--- config.mk ---
export PLATFORM = sky130hd
export DESIGN_NAME = wws_geom
export DESIGN_NICKNAME = d
export VERILOG_FILES = /design/src/sv/wws_pkg.sv /design/src/sv/wws_geom.sv
export SDC_FILE = /design/constraint.sdc
export NUM_CORES = 1
export LEC_CHECK = 0
export BUFFER_PORTS_ARGS = -buffer_cell sky130_fd_sc_hd__buf_2
export CAP_MARGIN = 40
export CORE_MARGIN = 1
export CORE_UTILIZATION = 60
export CTS_BUF_LIST = sky130_fd_sc_hd__clkbuf_4
export DETAILED_ROUTE_END_ITERATION = 10
export GPL_TIMING_DRIVEN = 1
export PLACE_DENSITY = 0.84
export SYNTH_ARGS = -nofsm -noshare
export SYNTH_HDL_FRONTEND = slang
export SYNTH_SLANG_ARGS = --single-unit
--- constraint.sdc ---
create_clock -name clock -period 14.94 [get_ports clock]
set_input_delay 3.735 -clock clock [delete_from_list [all_inputs] [get_ports clock]]
set_output_delay 3.735 -clock clock [all_outputs]
set_load 0.1 [all_outputs]
--- src/sv/wws_pkg.sv ---
// shared types and constants of the weighted window subsampler
package wws_pkg;

   localparam int PIX_W     = 16;  // pixel, signed q8.8
   localparam int VAL_W     = 32;  // result value, 8 fraction bits
   localparam int OCOL_W    = 10;
   localparam int OROW_W    = 10;
   localparam int KREG_W    = 4;   // kernel and stride registers
   localparam int DIM_REG_W = 11;  // image size registers
   localparam int COEF_W    = 16;  // weight and bias, signed q8.8
   localparam int FRAC_BITS = 8;
   localparam int STRIDE_MAX = 15;
   localparam int CSR_AW    = 5;
   localparam int CSR_DW    = 32;

   localparam logic [KREG_W-1:0]    RST_KERNEL = 4'd2;
   localparam logic [KREG_W-1:0]    RST_STRIDE = 4'd2;
   localparam logic [DIM_REG_W-1:0] RST_DIM    = 11'd1024;
   localparam logic [COEF_W-1:0]    RST_WEIGHT = 16'd256;
   localparam logic [COEF_W-1:0]    RST_BIAS   = 16'd0;

   typedef enum logic [2:0] {
      REG_KERNEL_W = 3'd0,
      REG_KERNEL_H = 3'd1,
      REG_STRIDE_W = 3'd2,
      REG_STRIDE_H = 3'd3,
      REG_IMAGE_W  = 3'd4,
      REG_IMAGE_H  = 3'd5,
      REG_WEIGHT   = 3'd6,
      REG_BIAS     = 3'd7
   } wws_reg_type;

   typedef enum logic [2:0] {
      ST_IDLE,
      ST_SUM,
      ST_DRAIN,
      ST_SCALE,
      ST_BIAS
   } wws_state_type;

   // raw geometry registers as written
   typedef struct packed {
      logic [KREG_W-1:0]    kernel_w;
      logic [KREG_W-1:0]    kernel_h;
      logic [KREG_W-1:0]    stride_w;
      logic [KREG_W-1:0]    stride_h;
      logic [DIM_REG_W-1:0] image_width;
      logic [DIM_REG_W-1:0] image_height;
   } wws_geom_type;

   // output tag of one window
   typedef struct packed {
      logic [OCOL_W-1:0] ox;
      logic [OROW_W-1:0] oy;
      logic              last;
   } wws_meta_type;

endpackage

--- src/sv/wws_geom.sv ---
// pixel position tracking, stride phase and window detection
module wws_geom import wws_pkg::*; #(
   parameter int MAX_KERNEL = 8,
   parameter int MAX_WIDTH  = 1024,
   parameter int MAX_HEIGHT = 1024,
   localparam int COL_BITS  = $clog2(MAX_WIDTH),
   localparam int ROW_BITS  = $clog2(MAX_HEIGHT),
   localparam int KB        = $clog2(MAX_KERNEL + 1),
   localparam int SLOT_BITS = (MAX_KERNEL > 1) ? $clog2(MAX_KERNEL) : 1
) (
   input  logic                 clock,
   input  logic                 reset,
   input  wws_geom_type         geom,
   input  logic                 geom_clr,
   input  logic                 accept,
   output logic                 hit,
   output wws_meta_type         meta,
   output logic [COL_BITS-1:0]  x0,
   output logic [SLOT_BITS-1:0] top_slot,
   output logic [SLOT_BITS-1:0] wr_slot,
   output logic [COL_BITS-1:0]  wr_col,
   output logic [KB-1:0]        kw,
   output logic [KB-1:0]        kh
);

   localparam int MB = (COL_BITS > ROW_BITS) ? COL_BITS + 2 : ROW_BITS + 2;
   localparam int DB = (MB > DIM_REG_W + 1) ? MB : DIM_REG_W + 1;

   function automatic logic [DB-1:0] clamp_dim(input logic [DB-1:0] v,
                                               input logic [DB-1:0] hi);
      logic [DB-1:0] r;
      if (v == '0) r = DB'(1);
      else if (v > hi) r = hi;
      else r = v;
      return r;
   endfunction

   logic [COL_BITS-1:0]  col_ff, col_in;
   logic [ROW_BITS-1:0]  row_ff, row_in;
   logic [SLOT_BITS-1:0] slot_ff, slot_in;
   logic [KREG_W-1:0]    cph_ff, cph_in, rph_ff, rph_in;
   logic [OCOL_W-1:0]    ox_ff, ox_in;
   logic [OROW_W-1:0]    oy_ff, oy_in;

   logic [DB-1:0] kw_d, kh_d, sw_d, sh_d, w_d, h_d;
   logic [DB-1:0] c_d, r_d, nc_d, nr_d, sl_d, khm1_d, top_d;
   logic [KREG_W-1:0] sw_m1, sh_m1;
   logic col_end, row_end;

   always_comb begin
      kw_d = clamp_dim(DB'(geom.kernel_w), DB'(MAX_KERNEL));
      kh_d = clamp_dim(DB'(geom.kernel_h), DB'(MAX_KERNEL));
      sw_d = clamp_dim(DB'(geom.stride_w), DB'(STRIDE_MAX));
      sh_d = clamp_dim(DB'(geom.stride_h), DB'(STRIDE_MAX));
      w_d  = clamp_dim(DB'(geom.image_width), DB'(MAX_WIDTH));
      h_d  = clamp_dim(DB'(geom.image_height), DB'(MAX_HEIGHT));
      sw_m1 = KREG_W'(sw_d - DB'(1));
      sh_m1 = KREG_W'(sh_d - DB'(1));
      c_d  = DB'(col_ff);
      r_d  = DB'(row_ff);
   end

   // window detection for the pixel at the current position
   always_comb begin
      hit = ((c_d + DB'(1)) >= kw_d) && ((r_d + DB'(1)) >= kh_d) &&
            (cph_ff == '0) && (rph_ff == '0);
      meta.ox   = ox_ff;
      meta.oy   = oy_ff;
      meta.last = ((c_d + DB'(1) + sw_d) > w_d) && ((r_d + DB'(1) + sh_d) > h_d);
      x0     = COL_BITS'(c_d + DB'(1) - kw_d);
      sl_d   = DB'(slot_ff);
      khm1_d = kh_d - DB'(1);
      if (sl_d >= khm1_d) begin
         top_d = sl_d - khm1_d;
      end else begin
         top_d = sl_d + DB'(MAX_KERNEL) - khm1_d;
      end
      top_slot = SLOT_BITS'(top_d);
      wr_slot  = slot_ff;
      wr_col   = col_ff;
      kw       = KB'(kw_d);
      kh       = KB'(kh_d);
   end

   // position and phase after this pixel
   always_comb begin
      col_end = (c_d + DB'(1)) >= w_d;
      row_end = (r_d + DB'(1)) >= h_d;
      nc_d    = col_end ? '0 : c_d + DB'(1);
      nr_d    = row_end ? '0 : r_d + DB'(1);
      col_in  = COL_BITS'(nc_d);
      row_in  = row_ff;
      slot_in = slot_ff;
      cph_in  = cph_ff;
      ox_in   = ox_ff;
      rph_in  = rph_ff;
      oy_in   = oy_ff;

      if ((nc_d + DB'(1)) == kw_d) begin
         cph_in = '0;
         ox_in  = '0;
      end else if ((nc_d + DB'(1)) > kw_d) begin
         if (cph_ff == sw_m1) begin
            cph_in = '0;
            ox_in  = ox_ff + OCOL_W'(1);
         end else begin
            cph_in = cph_ff + KREG_W'(1);
         end
      end

      if (col_end) begin
         row_in = ROW_BITS'(nr_d);
         if (row_end || (slot_ff == SLOT_BITS'(MAX_KERNEL - 1))) begin
            slot_in = '0;
         end else begin
            slot_in = slot_ff + SLOT_BITS'(1);
         end
         if ((nr_d + DB'(1)) == kh_d) begin
            rph_in = '0;
            oy_in  = '0;
         end else if ((nr_d + DB'(1)) > kh_d) begin
            if (rph_ff == sh_m1) begin
               rph_in = '0;
               oy_in  = oy_ff + OROW_W'(1);
            end else begin
               rph_in = rph_ff + KREG_W'(1);
            end
         end
      end
   end

   always_ff @(posedge clock) begin
      if (reset || geom_clr) begin
         col_ff  <= '0;
         row_ff  <= '0;
         slot_ff <= '0;
         cph_ff  <= '0;
         ox_ff   <= '0;
         rph_ff  <= '0;
         oy_ff   <= '0;
      end else if (accept) begin
         col_ff  <= col_in;
         row_ff  <= row_in;
         slot_ff <= slot_in;
         cph_ff  <= cph_in;
         ox_ff   <= ox_in;
         rph_ff  <= rph_in;
         oy_ff   <= oy_in;
      end
   end

endmodule

## Yosys cells after proc, flatten, opt, wreduce, memory -nomap -nowiden

Index checks and enable logic that the tools add are counted.

| cells by class | value |
|---|---|
| $add $sub $neg | 18 |
| magnitude comparators | 13 |
| eq/ne operators | 5 |
| muxes and demuxes | 26 |
| reductions and logical operators | 23 |

Operator list:

| cell | number |
|---|---|
| 2-to-1 mux 11 bit | 6 |
| 2-to-1 mux 10 bit | 6 |
| greater-than comparator 12 bit | 4 |
| 2-to-1 mux 4 bit | 12 |
| adder 11 x 1 -> 12 bit (second input constant) | 2 |
| == test 12 bit | 2 |
| greater-or-equal comparator 12 bit | 2 |
| zero test 4 bit | 6 |
| adder 10 x 1 -> 11 bit (second input constant) | 2 |
| greater-than comparator 11 bit (second input constant) | 2 |
| zero test 11 bit | 2 |
| adder 10 x 1 -> 10 bit (second input constant) | 2 |
| adder 11 x 4 -> 12 bit | 1 |
| adder 12 bit | 1 |
| greater-or-equal comparator 3 x 12 -> 1 bit | 1 |
| greater-or-equal comparator 11 bit | 1 |
| greater-or-equal comparator 11 x 4 -> 1 bit | 1 |
| subtractor 10 bit | 1 |
| adder 4 x 1 -> 4 bit (second input constant) | 2 |
| == test 4 bit | 2 |
| greater-than comparator 4 bit (second input constant) | 2 |
| nonzero test 2 bit | 4 |
| subtractor 4 x 1 -> 4 bit (second input constant) | 2 |
| adder 3 x 1 -> 3 bit (second input constant) | 2 |
| other kinds (9) | 17 |

| storage, ports and cells | value |
|---|---|
| register bits after elaboration | 51 |
| input port bits | 42 |
| output and inout bits | 56 |
| word-level logic and storage cells | 92 |

## Depth between registers and ports, before layout

| depth | value |
|---|---|
| word-level depth | 9 |
| mapped depth | 22 |
| depth with buffers taken out | 20 |

## Least setup slack after synthesis

No wires, ideal clock.

| timing | value |
|---|---|
| kind | input to output |
| from | input port geom[23] in the netlist's numbering |
| to | output port meta[0] in the netlist's numbering |
| data arrival time | 8306 ps |
| data required time | 11205 ps |
| slack | 2899 ps |
| cell stages on the path | 18 |
| path buffers | 0 |
| cell sequence | or2_2 nor2_1 or2_2 ha_1 inv_1 fa_1 nor2b_1 o21ai_0 nand2b_1 nand3_1 xnor2_1 ha_1 a21o_1 a21o_1 a21o_1 a221o_1 a21oi_1 a211oi_1 |

RTL lines:

| element | RTL line | text |
|---|---|---|
| from (decl) | wws_geom.sv:13 | `input wws_geom_type geom,` |
| to (decl) | wws_geom.sv:17 | `output wws_meta_type meta,` |

==> PnR_summary.wiki <==
{| class="wikitable"
! Metric !! Value
|-
| Number of buffers created by CTS || 5
|-
| FF-to-FF End || ox_ff[7]
|-
| Final cell count without fillers || 964
|-
| Global-route wire length before repair || 24,900 um
|-
| Final weighted congestion in routability-driven placement || 0.893
|-
| Core region area || 9420 um2
|-
| Die Footprint || 10,300 um2
|-
| Reg-to-Reg Start || wr_col[0]
|-
| Library cell contributing the largest single delay on the critical path || sky130_fd_sc_hd__fa_1
|-
| Via density per instance || 6.13
|-
| Hold buffer count at cts || 0
|-
| Pwr per Cell Area || 53.0 nW/um2
|-
| Highest fanout seen on the critical path || 4
|-
| Required time of the critical path || 11.20 ns
|-
| Synth Warn # || 0
|-
| Switching power || 147 uW
|-
| Final net count || 964
|-
| Grt total ovfl || 0
|-
| Path category of the worst min-delay check || register to register
|-
| Async SR Flop Fraction || 0%
|-
| CTS tree || done
|-
| VDD IR-drop max || 54.3 uV
|-
| Fraction of the mapped netlist area in adder cells || 19.1%
|-
| Sequential fraction of the synthesis area || 17.3%
|-
| Total half-perimeter wirelength after legalization and detailed placement || 12,000 um
|-
| Die width || 101 um
|-
| CTS max path bufs || 2
|-
| Final worst clock skew || 0.0225 ns
|-
| Synth-to-layout area growth || 9.45%
|-
| Sw Share || 42.9%
|-
| Post-Syn Nets || 894
|-
| Fraction of final layout cells with drive strength greater than 1 || 16.2%
|-
| Post-Place Cells || 956
|-
| Leakage power || 3.01 nW
|-
| Clock-pin slew reported for the worst setup and hold paths after clock tree synthesis || 0.16 ns
|-
| Nature of the critical path endpoint || output pin
|-
| Post-CTS setup buffer count || 0
|-
| Part of the total power dissipated in sequential elements || 40.1%
|-
| Min-delay src || wr_slot[0]
|-
| Simple-gate share of the synthesized area || 26.5%
|-
| Number of max-cap violations || 0
|-
| Cts repair resizes || 0
|-
| Clock sinks || 51
|-
| Antenna violation net count after detailed routing || 0
|-
| DR pass1 iterations || 5
|-
| Internal reg-to-reg setup slack || 9.26 ns
|-
| Critical path startpoint category || input port
|-
| Setup TNS Final || 0 ns
|-
| Path depth of the worst reg2reg path || 18
|-
| Initial standard-cell utilization of the core || 62.8%
|-
| CP endpoint || meta[0]
|-
| Flip-flop cell with the highest count after synthesis || sky130_fd_sc_hd__dfxtp_1
|-
| Netlist Area Pre-Place || 5920 um2
|-
| Global-route usage over all layers || 29.9%
|-
| Largest stage delay, worst path || 0.39 ns
|-
| Count of flip-flops with a built-in enable after synthesis || 0
|-
| Worst skew pair latency || 0.39 ns
|-
| Most frequent cell on the critical path || sky130_fd_sc_hd__a21o_1
|-
| Number of buffers added on ports || 97
|-
| Clock Tree Root || sky130_fd_sc_hd__clkbuf_4
|-
| Via count || 5,910
|-
| Cells along the critical path || buf_2 -> or2_2 -> nor2_1 -> or2_2 -> ha_1 -> inv_1 -> fa_1 -> nor2b_1 -> o21ai_0 -> nand2b_1 -> nand3_1 -> xnor2_1 -> ha_1 -> a21o_1 -> a21o_1 -> a21o_1 -> a221o_1 -> a21oi_1 -> a211oi_1 -> buf_2
|-
| Final worst path period share || 73.6%
|-
| Final count of negative-setup-slack endpoints || 0
|-
| Status || complete, no violations
|-
| Transition time at the pin with the least slew margin || 0.917 ns
|-
| Number of top-level design ports || 98
|-
| Part of the total power dissipated in combinational logic || 40.4%
|-
| RSZ-0062 raised after global routing || no
|-
| Site row count || 35
|-
| WP data arrival || 7.25 ns
|-
| Wire length reported by the detailed router || 15,300 um
|-
| Largest family of logic cells by synthesized area || simple AND/OR/NAND/NOR gates
|-
| Avg Synthesized Cell Area || 7.74 um2
|-
| XOR/XNOR Fraction of Synth Area || 8.44%
|-
| Antenna diode instance count || 0
|-
| Launching element of the worst setup path || geom[23]
|-
| Synthesized flop and latch total || 51
|-
| Post-synthesis compound-gate area fraction || 21.6%
|-
| Max-slew violation total from the final report || 0
|-
| Via count of the first global-routing pass || 5,474
|-
| Final Hold Violating Endpoints || 0
|-
| Antenna violations before repair || 0
|-
| Multiplexer share of the synthesized area || 0.529%
|-
| Y dimension of the die || 101 um
|-
| Max-slew headroom at the worst pin || 38.8%
|-
| Cell count after synthesis || 764
|-
| Final routed DRC violation total || 0
|-
| Share of power burned in the clock network || 19.5%
|-
| Final period demand of the worst path || 10.99 ns
|-
| Number of distinct standard cells referenced by the synthesized netlist || 76
|-
| Pin count of the biggest net entering global routing || 40
|-
| Internal Pwr Total || 196 uW
|-
| Category of the most critical setup path || input port to output pin
|-
| Timing-limited maximum frequency || 91.0 MHz
|-
| Max H-tree Level || 2
|-
| WL/cell || 15.9 um
|-
| Initial DRC Count || 366
|}
## worst max-delay path: cells and delay by family
family | cells | cell delay (ns)
buffers and inverters | 3 | 0.46
AND/OR/NAND/NOR | 6 | 0.93
adder cells (fa/ha/maj) | 3 | 0.85
XOR/XNOR | 1 | 0.15
AO/OA/AOI/OAI | 7 | 1.11
## power groups by stage
| stage | sequential (mW) | clock, mW | combinational [mW] |
|---|---|---|---|
| floorplan | 0.142 | 0 | 0.107 |
| global placement | 0.141 | 0 | 0.134 |
| detailed placement | 0.141 | 0 | 0.138 |
| CTS | 0.138 | 0.0677 | 0.138 |
| global route | 0.138 | 0.0741 | 0.150 |
| finish | 0.138 | 0.0669 | 0.139 |
## sequential cells by signal, summed over array words and instances, names as in the netlist
| signal | count |
|---|---|
| row_ff | 10 |
| cph_ff | 4 |
| wr_slot | 3 |
| ox_ff | 10 |
| rph_ff | 4 |
| oy_ff | 10 |
| wr_col | 10 |
## cell usage after synthesis, types with 14 or more instances
cell / count / area (um2)
sky130_fd_sc_hd__ha_1: 84 / 1050
sky130_fd_sc_hd__nand2_1: 73 / 274
sky130_fd_sc_hd__nor2_1: 63 / 236
sky130_fd_sc_hd__inv_1: 56 / 210
sky130_fd_sc_hd__dfxtp_1: 51 / 1020
sky130_fd_sc_hd__a21oi_1: 39 / 195
sky130_fd_sc_hd__nand3_1: 36 / 180
sky130_fd_sc_hd__xnor2_1: 34 / 298
sky130_fd_sc_hd__nand4_1: 23 / 144
sky130_fd_sc_hd__clkbuf_1: 22 / 82.6
sky130_fd_sc_hd__and3_1: 18 / 113
sky130_fd_sc_hd__xor2_1: 18 / 158
sky130_fd_sc_hd__a21o_1: 17 / 128
sky130_fd_sc_hd__o21ai_0: 17 / 85.1
sky130_fd_sc_hd__a211oi_1: 14 / 105
sky130_fd_sc_hd__nor3_1: 14 / 70.1
sky130_fd_sc_hd__o211ai_1: 14 / 105
## metal layers
| metal | wire [um] | share of wire, % | up-vias | GRT usage (%) |
|---|---|---|---|---|
| met2 | 7650 | 50 | 178 | 54.6 |
| met3 | 764 | 5.0 | 20 | 4.28 |
| met5 | 0 | 0 | - | 0 |
| met4 | 149 | 0.97 | 0 | 6.13 |
| met1 | 6740 | 44 | 2788 | 37.3 |
| li1 | - | - | 2924 | - |
## cells by family after synthesis
kind of cell               Yosys count
xor gates and xnor gates            54
and+or+nand+nor                    298
muxes                                3
buffers and inverters               95
DFF                                 51
AOI/OAI and AO/OA                  175
adders and majority gates           88
## worst min-delay path by stage
stage,depth (start not counted),to
final,2,wr_slot[0]
after global routing,2,wr_slot[0]
after CTS,2,wr_slot[0]
after detailed placement,2,wr_slot[0]
after global placement,2,wr_slot[0]
after floorplan,2,row_ff[9]
## cells in the final DEF (no fill, tap or decap), types with 8 or more instances in the layout
master                      n
sky130_fd_sc_hd__nor3_1    14
sky130_fd_sc_hd__a21oi_1   39
sky130_fd_sc_hd__nor2b_1   13
sky130_fd_sc_hd__xor2_1    18
sky130_fd_sc_hd__a211oi_1  14
sky130_fd_sc_hd__nor2_1    62
sky130_fd_sc_hd__nor4_1    11
sky130_fd_sc_hd__o21ai_0   17
sky130_fd_sc_hd__o22ai_1    9
sky130_fd_sc_hd__o211ai_1  14
sky130_fd_sc_hd__xnor2_1   34
sky130_fd_sc_hd__ha_1      84
sky130_fd_sc_hd__nand2_1   73
sky130_fd_sc_hd__and3_1    18
sky130_fd_sc_hd__buf_2     97
sky130_fd_sc_hd__dfxtp_1   51
sky130_fd_sc_hd__nand4_1   23
sky130_fd_sc_hd__a21o_1    17
sky130_fd_sc_hd__inv_1     56
sky130_fd_sc_hd__o31ai_1    8
sky130_fd_sc_hd__nand3_1   36
## through the flow
step	power [mW]	worst slack, ns	utilization, %	cell area (um2)	hold WS, ns
5_1_grt	0.361	3.71	68.8	6480	0.537
3_3_place_gp	0.275	4.07	68.2	6420	0.473
2_1_floorplan	0.249	2.90	-	5920	0.501
6_report	0.343	3.95	68.8	6480	0.510
4_1_cts	0.344	3.98	68.8	6480	0.510
3_5_place_dp	0.278	4.00	68.2	6420	0.490
## area by class of cell
type	instances	area (um2)
Multi-Input combinational cell	618	4510
Fill cell	804	2940
Sequential cell	51	1020
Timing Repair Buffer	100	508
Inverter	58	218
Tap cell	129	161
Clock buffer	6	45.0
Clock inverter	2	12.5
Power figures use the tool's default switching activity.
