==> config.mk <==
export PLATFORM = sky130hd
export DESIGN_NAME = wws_accum_flat
export DESIGN_NICKNAME = d
export VERILOG_FILES = /design/src/sv/wws_pkg.sv /design/src/sv/wws_if.sv /design/src/sv/wws_accum.sv /design/src/flat_wrapper.sv
export SDC_FILE = /design/constraint.sdc
export NUM_CORES = 1
export LEC_CHECK = 0
export ABC_AREA = 1
export BUFFER_PORTS_ARGS = -buffer_cell sky130_fd_sc_hd__buf_2
export CAP_MARGIN = 10
export CORE_UTILIZATION = 24
export DETAILED_ROUTE_END_ITERATION = 7
export GPL_TIMING_DRIVEN = 0
export MAX_ROUTING_LAYER = met4
export SLEW_MARGIN = 5
export SYNTH_ARGS = -nofsm -noshare
export SYNTH_HDL_FRONTEND = slang
export SYNTH_SLANG_ARGS = --single-unit
==> constraint.sdc <==
create_clock -name clock -period 6.3 [get_ports clock]
set_clock_uncertainty 0.1 [all_clocks]
set_input_delay 0.315 -clock clock [delete_from_list [all_inputs] [get_ports clock]]
set_output_delay 0.315 -clock clock [all_outputs]
set_load 0.005 [all_outputs]
==> src/sv/wws_pkg.sv <==
// shared types and constants of the weighted window subsampler
package wws_pkg;

   localparam int PIX_W     = 16;  // pixel, signed q8.8
   localparam int VAL_W     = 32;  // result value, 8 fraction bits
   localparam int OCOL_W    = 10;
   localparam int OROW_W    = 10;
   localparam int KREG_W    = 4;   // kernel and stride registers
   localparam int DIM_REG_W = 11;  // image size registers
   localparam int COEF_W    = 16;  // weight and bias, signed q8.8
   localparam int FRAC_BITS = 8;
   localparam int STRIDE_MAX = 15;
   localparam int CSR_AW    = 5;
   localparam int CSR_DW    = 32;

   localparam logic [KREG_W-1:0]    RST_KERNEL = 4'd2;
   localparam logic [KREG_W-1:0]    RST_STRIDE = 4'd2;
   localparam logic [DIM_REG_W-1:0] RST_DIM    = 11'd1024;
   localparam logic [COEF_W-1:0]    RST_WEIGHT = 16'd256;
   localparam logic [COEF_W-1:0]    RST_BIAS   = 16'd0;

   typedef enum logic [2:0] {
      REG_KERNEL_W = 3'd0,
      REG_KERNEL_H = 3'd1,
      REG_STRIDE_W = 3'd2,
      REG_STRIDE_H = 3'd3,
      REG_IMAGE_W  = 3'd4,
      REG_IMAGE_H  = 3'd5,
      REG_WEIGHT   = 3'd6,
      REG_BIAS     = 3'd7
   } wws_reg_type;

   typedef enum logic [2:0] {
      ST_IDLE,
      ST_SUM,
      ST_DRAIN,
      ST_SCALE,
      ST_BIAS
   } wws_state_type;

   // raw geometry registers as written
   typedef struct packed {
      logic [KREG_W-1:0]    kernel_w;
      logic [KREG_W-1:0]    kernel_h;
      logic [KREG_W-1:0]    stride_w;
      logic [KREG_W-1:0]    stride_h;
      logic [DIM_REG_W-1:0] image_width;
      logic [DIM_REG_W-1:0] image_height;
   } wws_geom_type;

   // output tag of one window
   typedef struct packed {
      logic [OCOL_W-1:0] ox;
      logic [OROW_W-1:0] oy;
      logic              last;
   } wws_meta_type;

endpackage

==> src/sv/wws_if.sv <==


interface wws_rsp_if import wws_pkg::*; ();
   logic                    valid;
   logic                    ready;
   logic signed [VAL_W-1:0] value;
   logic [OCOL_W-1:0]       out_col;
   logic [OROW_W-1:0]       out_row;
   logic                    last_of_plane;

   modport source (output valid, output value, output out_col, output out_row,
                   output last_of_plane, input ready);
   modport sink   (input valid, input value, input out_col, input out_row,
                   input last_of_plane, output ready);
endinterface

==> src/sv/wws_accum.sv <==
// window sequencer with one shared adder, scale multiplier and result register
module wws_accum import wws_pkg::*; #(
   parameter int MAX_KERNEL = 8,
   parameter int MAX_WIDTH  = 1024,
   localparam int COL_BITS  = $clog2(MAX_WIDTH),
   localparam int KB        = $clog2(MAX_KERNEL + 1),
   localparam int SLOT_BITS = (MAX_KERNEL > 1) ? $clog2(MAX_KERNEL) : 1,
   localparam int SUM_BITS  = PIX_W + 2 * SLOT_BITS,
   localparam int PROD_BITS = SUM_BITS + COEF_W,
   localparam int ACC_BITS  = PROD_BITS - FRAC_BITS + 1
) (
   input  logic                          clock,
   input  logic                          reset,
   input  logic                          start,
   input  wws_meta_type                  meta_in,
   input  logic [COL_BITS-1:0]           x0,
   input  logic [SLOT_BITS-1:0]          top_slot,
   input  logic [KB-1:0]                 kw,
   input  logic [KB-1:0]                 kh,
   input  logic signed [COEF_W-1:0]      weight,
   input  logic signed [COEF_W-1:0]      bias,
   output logic                          rd_en,
   output logic [SLOT_BITS+COL_BITS-1:0] rd_addr,
   input  logic signed [PIX_W-1:0]       rd_data,
   output logic                          busy,
   wws_rsp_if.source                     rsp
);

   wws_state_type state_ff, state_in;

   logic [KB-1:0]             kx_ff, kx_in, ky_ff, ky_in;
   logic [SLOT_BITS-1:0]      rslot_ff, rslot_in;
   logic [COL_BITS-1:0]       rcol_ff, rcol_in, x0_ff, x0_in;
   logic                      rvalid_ff;
   logic signed [ACC_BITS-1:0]  acc_ff, acc_in;
   logic signed [PROD_BITS-1:0] prod_ff;
   wws_meta_type              meta_ff, meta_ff_in;

   logic                      rsp_valid_ff, rsp_valid_in;
   logic signed [VAL_W-1:0]   value_ff;
   wws_meta_type              rsp_meta_ff;

   logic issue, acc_en, mul_en, use_bias, emit, out_free, last_issue, row_done;
   logic signed [ACC_BITS-1:0] op_a, op_b, add_out;

   assign out_free   = !rsp_valid_ff || rsp.ready;
   assign row_done   = (kx_ff == kw - KB'(1));
   assign last_issue = row_done && (ky_ff == kh - KB'(1));

   always_comb begin
      state_in = state_ff;
      unique case (state_ff)
         ST_IDLE:  if (start) state_in = ST_SUM;
         ST_SUM:   if (last_issue) state_in = ST_DRAIN;
         ST_DRAIN: state_in = ST_SCALE;
         ST_SCALE: state_in = ST_BIAS;
         ST_BIAS:  if (out_free) state_in = ST_IDLE;
         default:  state_in = ST_IDLE;
      endcase
   end

   always_comb begin
      issue    = 1'b0;
      acc_en   = 1'b0;
      mul_en   = 1'b0;
      use_bias = 1'b0;
      emit     = 1'b0;
      busy     = 1'b1;
      unique case (state_ff)
         ST_IDLE:  busy = 1'b0;
         ST_SUM: begin
            issue  = 1'b1;
            acc_en = rvalid_ff;
         end
         ST_DRAIN: acc_en = rvalid_ff;
         ST_SCALE: mul_en = 1'b1;
         ST_BIAS: begin
            use_bias = 1'b1;
            emit     = out_free;
         end
         default:  busy = 1'b1;
      endcase
   end

   // the one adder: window sum, then scaled sum plus bias
   always_comb begin
      op_a    = use_bias ? ACC_BITS'(prod_ff >>> FRAC_BITS) : acc_ff;
      op_b    = use_bias ? ACC_BITS'(bias) : ACC_BITS'(rd_data);
      add_out = op_a + op_b;
   end

   always_comb begin
      kx_in      = kx_ff;
      ky_in      = ky_ff;
      rslot_in   = rslot_ff;
      rcol_in    = rcol_ff;
      x0_in      = x0_ff;
      meta_ff_in = meta_ff;
      acc_in     = acc_ff;
      if (start && !busy) begin
         kx_in      = '0;
         ky_in      = '0;
         rslot_in   = top_slot;
         rcol_in    = x0;
         x0_in      = x0;
         meta_ff_in = meta_in;
         acc_in     = '0;
      end else begin
         if (issue) begin
            if (row_done) begin
               kx_in   = '0;
               ky_in   = ky_ff + KB'(1);
               rcol_in = x0_ff;
               if (rslot_ff == SLOT_BITS'(MAX_KERNEL - 1)) begin
                  rslot_in = '0;
               end else begin
                  rslot_in = rslot_ff + SLOT_BITS'(1);
               end
            end else begin
               kx_in   = kx_ff + KB'(1);
               rcol_in = rcol_ff + COL_BITS'(1);
            end
         end
         if (acc_en) begin
            acc_in = add_out;
         end
      end
   end

   always_comb begin
      if (emit) begin
         rsp_valid_in = 1'b1;
      end else if (rsp.ready) begin
         rsp_valid_in = 1'b0;
      end else begin
         rsp_valid_in = rsp_valid_ff;
      end
   end

   always_ff @(posedge clock) begin
      if (reset) begin
         state_ff     <= ST_IDLE;
         rvalid_ff    <= 1'b0;
         rsp_valid_ff <= 1'b0;
      end else begin
         state_ff     <= state_in;
         rvalid_ff    <= issue;
         rsp_valid_ff <= rsp_valid_in;
      end
   end

   always_ff @(posedge clock) begin
      kx_ff    <= kx_in;
      ky_ff    <= ky_in;
      rslot_ff <= rslot_in;
      rcol_ff  <= rcol_in;
      x0_ff    <= x0_in;
      meta_ff  <= meta_ff_in;
      acc_ff   <= acc_in;
      if (mul_en) begin
         prod_ff <= weight * $signed(acc_ff[SUM_BITS-1:0]);
      end
      if (emit) begin
         value_ff    <= VAL_W'(add_out);
         rsp_meta_ff <= meta_ff;
      end
   end

   assign rd_en   = issue;
   assign rd_addr = {rslot_ff, rcol_ff};

   assign rsp.valid         = rsp_valid_ff;
   assign rsp.value         = value_ff;
   assign rsp.out_col       = rsp_meta_ff.ox;
   assign rsp.out_row       = rsp_meta_ff.oy;
   assign rsp.last_of_plane = rsp_meta_ff.last;

endmodule

==> src/flat_wrapper.sv <==
// flat-port wrapper written by rule: the top's interface ports become plain ports
module wws_accum_flat import wws_pkg::*;
#(
   parameter int MAX_KERNEL = 8,
   parameter int MAX_WIDTH  = 1024,
   localparam int COL_BITS  = $clog2(MAX_WIDTH),
   localparam int KB        = $clog2(MAX_KERNEL + 1),
   localparam int SLOT_BITS = (MAX_KERNEL > 1) ? $clog2(MAX_KERNEL) : 1,
   localparam int SUM_BITS  = PIX_W + 2 * SLOT_BITS,
   localparam int PROD_BITS = SUM_BITS + COEF_W,
   localparam int ACC_BITS  = PROD_BITS - FRAC_BITS + 1
)
  (clock, reset, start, meta_in, x0, top_slot, kw, kh, weight, bias, rd_en, rd_addr, rd_data, busy, rsp_valid, rsp_value, rsp_out_col, rsp_out_row, rsp_last_of_plane, rsp_ready);
  wws_rsp_if rsp_i ();
  input  logic clock;
  input  logic reset;
  input  logic start;
  input  wws_meta_type meta_in;
  input  logic [COL_BITS-1:0] x0;
  input  logic [SLOT_BITS-1:0] top_slot;
  input  logic [KB-1:0] kw;
  input  logic [KB-1:0] kh;
  input  logic signed [COEF_W-1:0] weight;
  input  logic signed [COEF_W-1:0] bias;
  output logic rd_en;
  output logic [SLOT_BITS+COL_BITS-1:0] rd_addr;
  input  logic signed [PIX_W-1:0] rd_data;
  output logic busy;
  output wire logic [$bits(rsp_i.valid)-1:0] rsp_valid;
  output wire logic [$bits(rsp_i.value)-1:0] rsp_value;
  output wire logic [$bits(rsp_i.out_col)-1:0] rsp_out_col;
  output wire logic [$bits(rsp_i.out_row)-1:0] rsp_out_row;
  output wire logic [$bits(rsp_i.last_of_plane)-1:0] rsp_last_of_plane;
  input wire logic [$bits(rsp_i.ready)-1:0] rsp_ready;
  assign rsp_valid = rsp_i.valid;
  assign rsp_value = rsp_i.value;
  assign rsp_out_col = rsp_i.out_col;
  assign rsp_out_row = rsp_i.out_row;
  assign rsp_last_of_plane = rsp_i.last_of_plane;
  assign rsp_i.ready = rsp_ready;
  wws_accum #(.MAX_KERNEL(MAX_KERNEL), .MAX_WIDTH(MAX_WIDTH)) u_core (.clock(clock), .reset(reset), .start(start), .meta_in(meta_in), .x0(x0), .top_slot(top_slot), .kw(kw), .kh(kh), .weight(weight), .bias(bias), .rd_en(rd_en), .rd_addr(rd_addr), .rd_data(rd_data), .busy(busy), .rsp(rsp_i));
endmodule
# == After elaboration in Yosys (flattened, before gate mapping) ==
# Index checks and enable logic that the tools add are counted.
# totals
regBits,178
output_inout_bits,69
wordCells,69
# classes
n_addsub,7
multipliers,1
n_eq_ne,10
muxes,22
n_reduce_logical,12
# op_table
cell,n
two-way mux 31 bit,2
multiplier 16 x 22 -> 38 bit,1
adder 31 bit,1
two-way mux 10 bit,3
two-way mux 3 bit,7
case mux 3 bit (5 select lines),1
adder 10 x 1 -> 10 bit (second input constant),1
adder 4 x 1 -> 4 bit (second input constant),2
== test 4 bit,2
two-way mux 1 bit,8
subtractor 4 x 1 -> 4 bit (second input constant),2
== test 3 x 2 -> 1 bit (second input constant),2
== test 3 bit (second input constant),2
nonzero test 2 bit,3
two-way mux 4 bit,1
!= test 2 x 1 -> 1 bit (second input constant),2
AND reduction 2 bit,2
adder 3 x 1 -> 3 bit (second input constant),1
== test 3 x 1 -> 1 bit (second input constant),1
logical NOT 3 bit,1
AND reduction 3 bit,1
logical AND 1 bit,2
!= test 2 bit (second input constant),1
OR reduction 2 bit,1
2 further kinds,2

# == Longest topological paths before layout ==
# Gate-level depths: netlist (run 1).
# logic_depth
ltp_word,5
mapped_depth,28

# == Least setup slack after synthesis (run 1) ==
# No wires, ideal clock.
# synth_timing
kind,register -> register
from,register u_core.acc_ff[21]
to,"register u_core.prod_ff[36], data pin"
t_arrival_ps,5504
required_time_ps,5947
setup_slack_ps,444
path_stages_with_launch,24
path_buffers,2
cell_sequence,dfxtp_1 clkbuf_1 clkbuf_1 nand2_1 fa_1 inv_1 fa_1 inv_1 fa_1 inv_1 fa_1 inv_1 fa_1 fa_1 inv_1 ha_1 inv_1 o21bai_1 a31oi_1 o21ai_0 a21oi_1 nand3_1 nand2_1 nand2_1
# synth_between
elab_chain_cells,1
# synth_lines
item,line,rtl
from (decl),wws_accum.sv:35,"logic signed [ACC_BITS-1:0] acc_ff, acc_in;"
from (signal assigned),wws_accum.sv:159,acc_ff <= acc_in;
multiplier 16 x 22 -> 38 bit,wws_accum.sv:161,prod_ff <= weight * $signed(acc_ff[SUM_BITS-1:0]);
to (signal assigned),wws_accum.sv:161,
to (decl),wws_accum.sv:36,logic signed [PROD_BITS-1:0] prod_ff;
# Every way passes these cells.
# A chain may end at the register's enable or synchronous reset.

# == Worst setup path after layout (run 1) ==
# Ends and elaborated chain as after synthesis.

==> summary.md, run 1 <==
| Metric | Value |
|---|---|
| Outcome | finished, final reports clean |
| Pre-CTS WS | -0.7908 ns |
| R2R Setup Slk | 0.24 ns |
| Later-pin clock latency in the skew report | 0.45 ns |
| CTS tree | yes |
| Area growth from synthesis to layout | 15.74% |
| Post-layout util | 28.24% |
| Unrepaired setup endpoints after global routing | no |
| I/O Pins | 163 |
| #FFs+latches synth | 170 |
| CP max-delay cell | fa_2 |
| Synthesized Nets | 3425 |
| Unique masters post-synth | 47 |
| Total global routing overflow | 0 |
| Startpoint types | flop |
| Total power | 9.798 mW |
| Die Y | 308.2 um |
| Die Area | 94970 sq um |
| Seq. cell area | 4727 sq um |
| Ys Warns | 0 |
| Sequential area share after synthesis | 20.73% |
| Post-synth EDFFs | 126 |
| Most instantiated cells after synthesis | nand2_1, inv_1, fa_1 |
| IO buf count | 162 |
| Critical Path RT | 6.41 ns |
| NumNets Final | 3622 |
| Crit Path Category | flop to flop |
| Avg Cell Area, Syn | 7.875 sq um |
| Min cycle time layout | 6.057 ns |
| Worst path max stage delay | 0.61 ns |
| Layout cell share with drive strength beyond 1 | 10.21% |
| PD cells | 376.3 nW/um^2 |
| DR vias | 18450 |
| Post-synthesis cell area | 22500 sq um |
| Normalized max-slew margin | 33.85% |
| FILL cells | 10080 |
| Largest cells by area after synthesis | fa_1, edfxtp_1, nand2_1 |
| Slew at the pin with the worst max-slew slack | 0.9923 ns |
| Largest net degree at the start of global routing | 41 |
| DRC viols | 0 |
| Setup TNS | 0 ns |
| Vias in the first global route | 19190 |
| CP delay by family, top | adder cells |
| Clk pwr share | 11.1% |
| P_sw | 5.256 mW |
| Combinational power share | 71.9% |
| Starting Density | 24.40% |
| H-tree depth | 4 |
| Crit end category | flop |
| Total GRT Usage | 15.78% |
| Die Width | 308.2 um |
| GPL Wtd Cong | 0.9615 |
| Initial antenna violation count | 7 |
| Sw Ratio | 53.64% |
| Internal | 4.542 mW |
| # setup viols final | 0 |
| Achievable Freq | 165.1 MHz |
| Ys flop type | edfxtp_1 |
| Hpwl dp | 59.94 mm |
| Top cell by count, worst path | inv_1 |
| Endpoints failing hold | 0 |
| CTS Root Cell | clkbuf_16 |
| Post-route ant nets | 0 |
| Drt pass-1 iters | 5 |
| Rows | 111 |
| Maximum vdd drop | 0.0002553 V |
| Post-Route WL | 71.33 mm |
| CTS Buf Count | 17 |
| WP data arrival | 6.17 ns |
| Initial DRC Count | 1268 |
| Reg clk slew, reported paths | 0.09 ns |
| Yosys top cell by area | fa_1 |
| Wirelength per Cell | 16.52 um |
| Clk sinks | 170 |
| CP Max Fanout | 10 |
| Count leader, synth | nand2_1 |
| Final Worst Setup Slack | 0.2429 ns |
| Top-area cell type share of the netlist area | 30.79% |
| Worst min path class | input port to flop |
| Buf/Inv on CP | 7 |
| Period Utilization, post-route | 96.14% |
| Global-route wire length before repair | 110.7 mm |
| Count of pins over their slew limit | 0 |
| Async S/R FF share, synth | 0% |
| Leak | 13.74 nW |
| CTS max path bufs | 2 |
| Crit path cell chain | buf_4 > nand2_2 > fa_1 > inv_1 > fa_2 > inv_2 > fa_2 > inv_1 > fa_1 > inv_1 > fa_1 > fa_1 > inv_1 > ha_1 > inv_1 > o21bai_1 > a31oi_2 > o21ai_0 > a21oi_1 > nand3_1 > nand2_1 > nand2_1 |
| Maxcap violations | 0 |
| Vias/cell | 4.275 |
| Reg power frac | 17.0% |
| Multi-input logic area | 14640 sq um |
| Post-Syn Instances | 2857 |
| Core area | 92220 sq um |
power by group through the flow:
stage	combinational [mW]	sequential (mW)	clock [mW]
2_1_floorplan	4.76	1.60	0
3_3_place_gp	6.87	1.60	0
3_5_place_dp	6.89	1.61	0
4_1_cts	6.89	1.66	1.11
5_1_grt	8.02	1.67	1.14
6_report	7.04	1.66	1.09
what timing repair did:
item                                    CTS  global route
hold endpoints to repair                 31             0
resized for setup                        44            89
setup buffers                             0             5
hold buffers                             31             0
pin swaps                                 0             2
endpoints found under the setup margin   26            22
worst paths after layout:
| kind | end | start | cells after the start |
|---|---|---|---|
| max | u_core.prod_ff[36] | u_core.acc_ff[21] | 22 |
| min | u_core.state_ff[1] | reset | 2 |
| max reg2reg | u_core.prod_ff[36] | u_core.acc_ff[21] | 22 |
| min reg2reg | u_core.rsp.out_col[4] | u_core.meta_ff[15] | 0 |
flip-flops by register name, summed over array words and instances, names as in the netlist:
register	count
u_core.rsp.out_col	10
u_core.prod_ff	30
u_core.x0_ff	10
u_core.state_ff	3
u_core.kx_ff	4
u_core.rvalid_ff	1
u_core.rsp.value	31
u_core.rsp.out_row	10
u_core.acc_ff	31
u_core.rcol_ff	10
u_core.rsp.valid	1
u_core.ky_ff	4
u_core.meta_ff	21
u_core.rslot_ff	3
u_core.rsp.last_of_plane	1
cell usage in the layout, fill, tap and decap left out, drive strengths merged:
| master | n |
|---|---|
| a211oi | 2 |
| a21boi | 1 |
| a21o | 3 |
| a21oi | 104 |
| a31oi | 6 |
| and2 | 1 |
| buf | 201 |
| clkbuf | 61 |
| clkinv | 7 |
| dfxtp | 44 |
| diode | 7 |
| dlygate4sd3 | 31 |
| edfxtp | 126 |
| fa | 346 |
| ha | 128 |
| inv | 770 |
| nand2 | 791 |
| nand3 | 79 |
| nand3b | 4 |
| nand4 | 15 |
| nor2 | 154 |
| nor3 | 17 |
| nor3b | 3 |
| nor4 | 3 |
| o211ai | 1 |
| o21a | 2 |
| o21ai | 87 |
| o21bai | 12 |
| o31ai | 1 |
| or2 | 2 |
| xnor2 | 15 |
| xor2 | 50 |
layout make-up:
cell class | instances | area share (%)
Antenna cell | 7 | 0.06727
Buffer | 74 | 1.581
Clock buffer | 17 | 1.634
Clock inverter | 15 | 0.7255
Inverter | 762 | 10.99
Multi-Input combinational cell | 1827 | 56.21
Sequential cell | 170 | 18.15
Tap cell | 1243 | 5.973
Timing Repair Buffer | 202 | 4.661
layer usage:
| layer | vias up | GRT usage, % | wire [um] |
|---|---|---|---|
| li1 | 8816 | - | - |
| met1 | 8954 | 20.15 | 31270 |
| met2 | 572 | 25.90 | 33390 |
| met3 | 112 | 2.233 | 4490 |
| met4 | 0 | 4.570 | 2191 |
| met5 | - | - | 0 |
per-stage QoR:
stage                     hold slack, ns  std cells  cell area [sq um]
after floorplan                   0.2841       2857              22500
after global routing             0.01224       4316              26040
after detailed placement          0.3057       4266              24930
after global placement            0.3006       4262              24870
final                            0.02566       4317              26040
after CTS                       0.002779       4308              25840
kinds of logic after synthesis:
kind of cell,synth area share (%)
DFF,20.73
adders and majority gates,37.90
buffers and inverters,14.58
AOI/OAI and AO/OA,5.183
xor gates and xnor gates,2.530
and+or+nand+nor,19.07
Note: power is estimated with default switching activity, not from simulation.
==> run 2: changes to the inputs <==
--- a/config.mk
+++ b/config.mk
@@ -5,7 +5,6 @@
 export SDC_FILE = /design/constraint.sdc
 export NUM_CORES = 1
 export LEC_CHECK = 0
-export ABC_AREA = 1
 export BUFFER_PORTS_ARGS = -buffer_cell sky130_fd_sc_hd__buf_2
 export CAP_MARGIN = 10
 export CORE_UTILIZATION = 24
==> run 2 against run 1 <==
Net effect: count of clock-buffer cells in the layout unchanged; non-clock buffer count up 57; clock power about the same; final area down 3.1%; critical endpoint is now u_core.prod_ff[32]; largest power group unchanged.
==> summary.md, run 2 <==
| Metric | Value |
|---|---|
| Unrepaired setup endpoints after global routing | yes |
| Yosys top cell by area | fa_1 |
| Hpwl dp | 47.23 mm |
| CTS tree | yes |
| Post-Syn Instances | 2122 |
| Total global routing overflow | 0 |
| Outcome | finished, final reports clean |
| HP Start | top_slot[1] |
| Sw Ratio | 45.38% |
| Reg2reg path depth | 20 |
| Global-route wire length before repair | 92.29 mm |
| Die Width | 296 um |
| IO buf count | 162 |
| Post-synthesis cell area | 20740 sq um |
| Post-synth EDFFs | 126 |
| Final hold slack | 0.05337 ns |
| Maximum vdd drop | 0.0002904 V |
| Pre-CTS WS | -1.425 ns |
| Crit end category | flop |
| Later-pin clock latency in the skew report | 0.43 ns |
| Clk pwr share | 13.5% |
| Period Utilization, post-route | 99.16% |
| Final Worst Setup Slack | 0.05284 ns |
| I/O Pins | 163 |
| Drt pass-1 iters | 5 |
| Unique masters post-synth | 66 |
| Most frequent cells in the layout | inv_1, fa_1, nand2_1, buf_2, and2_1 |
| DRC viols | 0 |
| Leak | 11.60 nW |
| Reg clk slew, reported paths | 0.08 ns |
| Reg power frac | 20.0% |
| Post-route cell area | 25240 sq um |
| Largest net degree at the start of global routing | 32 |
| Achievable Freq | 160.1 MHz |
| Critical Path Start | u_core.acc_ff[8] |
| Count of pins over their slew limit | 0 |
| Reg-to-reg critical path startpoint | u_core.acc_ff[8] |
| Initial DRC Count | 957 |
| Ys flop type | edfxtp_1 |
| Synthesized Nets | 2690 |
| Crit Path Category | flop to flop |
| Die Y | 296 um |
| Maxcap violations | 0 |
| NumNets Final | 2955 |
| DR vias | 15490 |
| Internal | 4.353 mW |
| Clk sinks | 170 |
| Critical Path RT | 6.39 ns |
| WP data arrival | 6.34 ns |
| Total power | 7.970 mW |
| Total GRT Usage | 14.42% |
| Count leader, synth | inv_1 |
| Area after DPL | 23070 sq um |
| Most instantiated cells after synthesis | inv_1, fa_1, nand2_1 |
| Worst min path class | input port to flop |
| Post-Route WL | 60.87 mm |
| Rows | 107 |
| CP Max Fanout | 7 |
| CTS Buf Count | 17 |
| # setup viols final | 0 |
| Ys Warns | 0 |
| Avg Cell Area, Syn | 9.776 sq um |
| CTS max path bufs | 2 |
| Most common cell after layout, fill and taps aside | inv_1 |
| Slew at the pin with the worst max-slew slack | 1.131 ns |
| CTS Root Cell | clkbuf_16 |
| Initial antenna violation count | 10 |
| Hold depth | 3 |
| Core area | 85410 sq um |
| Die Area | 87620 sq um |
| Wirelength per Cell | 17.15 um |
| Vias in the first global route | 16250 |
| Layout cell share with drive strength beyond 1 | 19.54% |
| R2R Setup Slk | 0.05 ns |
| H-tree depth | 4 |
| Starting Density | 24.29% |
| Min cycle time layout | 6.247 ns |
| Area growth from synthesis to layout | 21.66% |
| #FFs+latches synth | 170 |
| Hold Path Sink | u_core.rslot_ff[1] |
| Post-route ant nets | 0 |
| GPL Wtd Cong | 0.9012 |
| Combinational power share | 66.5% |
| Top-area cell type share of the netlist area | 33.39% |
| Endpoints failing hold | 0 |
| P_sw | 3.617 mW |
| Async S/R FF share, synth | 0% |
| Normalized max-slew margin | 24.59% |
| Vias/cell | 4.363 |
| Startpoint types | flop |
| Sequential area share after synthesis | 22.48% |
| RR Endpoint | u_core.prod_ff[32] |
| Largest cells by area after synthesis | fa_1, edfxtp_1, inv_1 |
| PD cells | 315.8 nW/um^2 |
-- run 2: what timing repair did --
| item | 4_1_cts | 5_1_grt |
|---|---|---|
| gates resized for setup | 148 | 96 |
| endpoints found under the setup margin | 22 | 14 |
| pin swaps | 17 | 61 |
| endpoints found under the hold margin | 32 | 0 |
| buffers inserted | 30 | 32 |
| gates cloned | 0 | 3 |
| hold buffers | 32 | 0 |
-- run 2: kinds of logic (layout without fill, tap and decap cells) --
group	Yosys count	after routing	synth area share, %
compound gates	215	215	6.719
fa+ha+maj	474	474	41.11
other cells	0	5	0
simple gates	604	604	13.61
xor+xnor	87	87	3.673
buf+inv	521	799	9.662
flops	170	170	22.48
mux	51	51	2.738
-- run 2: stage by stage --
stage	TNS, ns	utilization [%]	std cells
3_5_place_dp	-15.24	27.01	3431
4_1_cts	-0.01383	28.97	3514
5_1_grt	-0.2460	29.55	3548
2_1_floorplan	0	-	2122
6_report	0	29.55	3549
3_3_place_gp	-49.43	26.91	3428
-- run 2: metal layers --
layer	GRT usage [%]	share of wire, %	up-vias
li1	-	-	7106
met2	23.68	48	462
met3	3.080	7.1	110
met4	5.758	3.9	0
met5	-	0	-
met1	17.16	41	7807
-- run 2: layout make-up --
class	count	area, sq um
Inverter	434	1635
Antenna cell	5	12.51
Timing Repair Buffer	262	1770
Tap cell	1144	1431
Sequential cell	170	4737
Clock inverter	15	198.9
Buffer	71	566.8
Clock buffer	17	425.4
Multi-Input combinational cell	1431	14460
Fill cell	9045	60180
-- run 2: how the worst max path moves through the flow --
| stage | to | slack, ns | cells past startpoint |
|---|---|---|---|
| after floorplan | u_core.prod_ff[32] | 0.21 | 23 |
| after global placement | u_core.prod_ff[36] | -1.45 | 24 |
| after detailed placement | u_core.prod_ff[36] | -1.43 | 24 |
| after CTS | u_core.prod_ff[36] | -0.01 | 23 |
| after global routing | u_core.prod_ff[32] | -0.07 | 23 |
| final | u_core.prod_ff[32] | 0.05 | 20 |
-- run 2: worst max-delay path, stage by stage, from the launching register on --
cell and delay, ns:
dfxtp_4 0.44, buf_8 0.17, and2_4 0.16, fa_1 0.44, fa_1 0.52, fa_1 0.53
fa_1 0.53, fa_1 0.54, inv_2 0.04, fa_1 0.57, inv_2 0.07, ha_4 0.26
or3_1 0.34, o211ai_1 0.09, buf_4 0.16, o2111ai_4 0.17, nand2_2 0.17, a31oi_4 0.12
a211o_1 0.35, a21oi_2 0.14, xnor2_1 0.08
-- run 2: power groups by stage --
stage	Sequential [mW]	Combinational [mW]	Clock, mW
5_1_grt	1.60	5.95	1.14
3_3_place_gp	1.60	4.48	0
3_5_place_dp	1.60	4.53	0
6_report	1.59	5.30	1.08
2_1_floorplan	1.56	3.36	0
4_1_cts	1.58	5.04	1.10
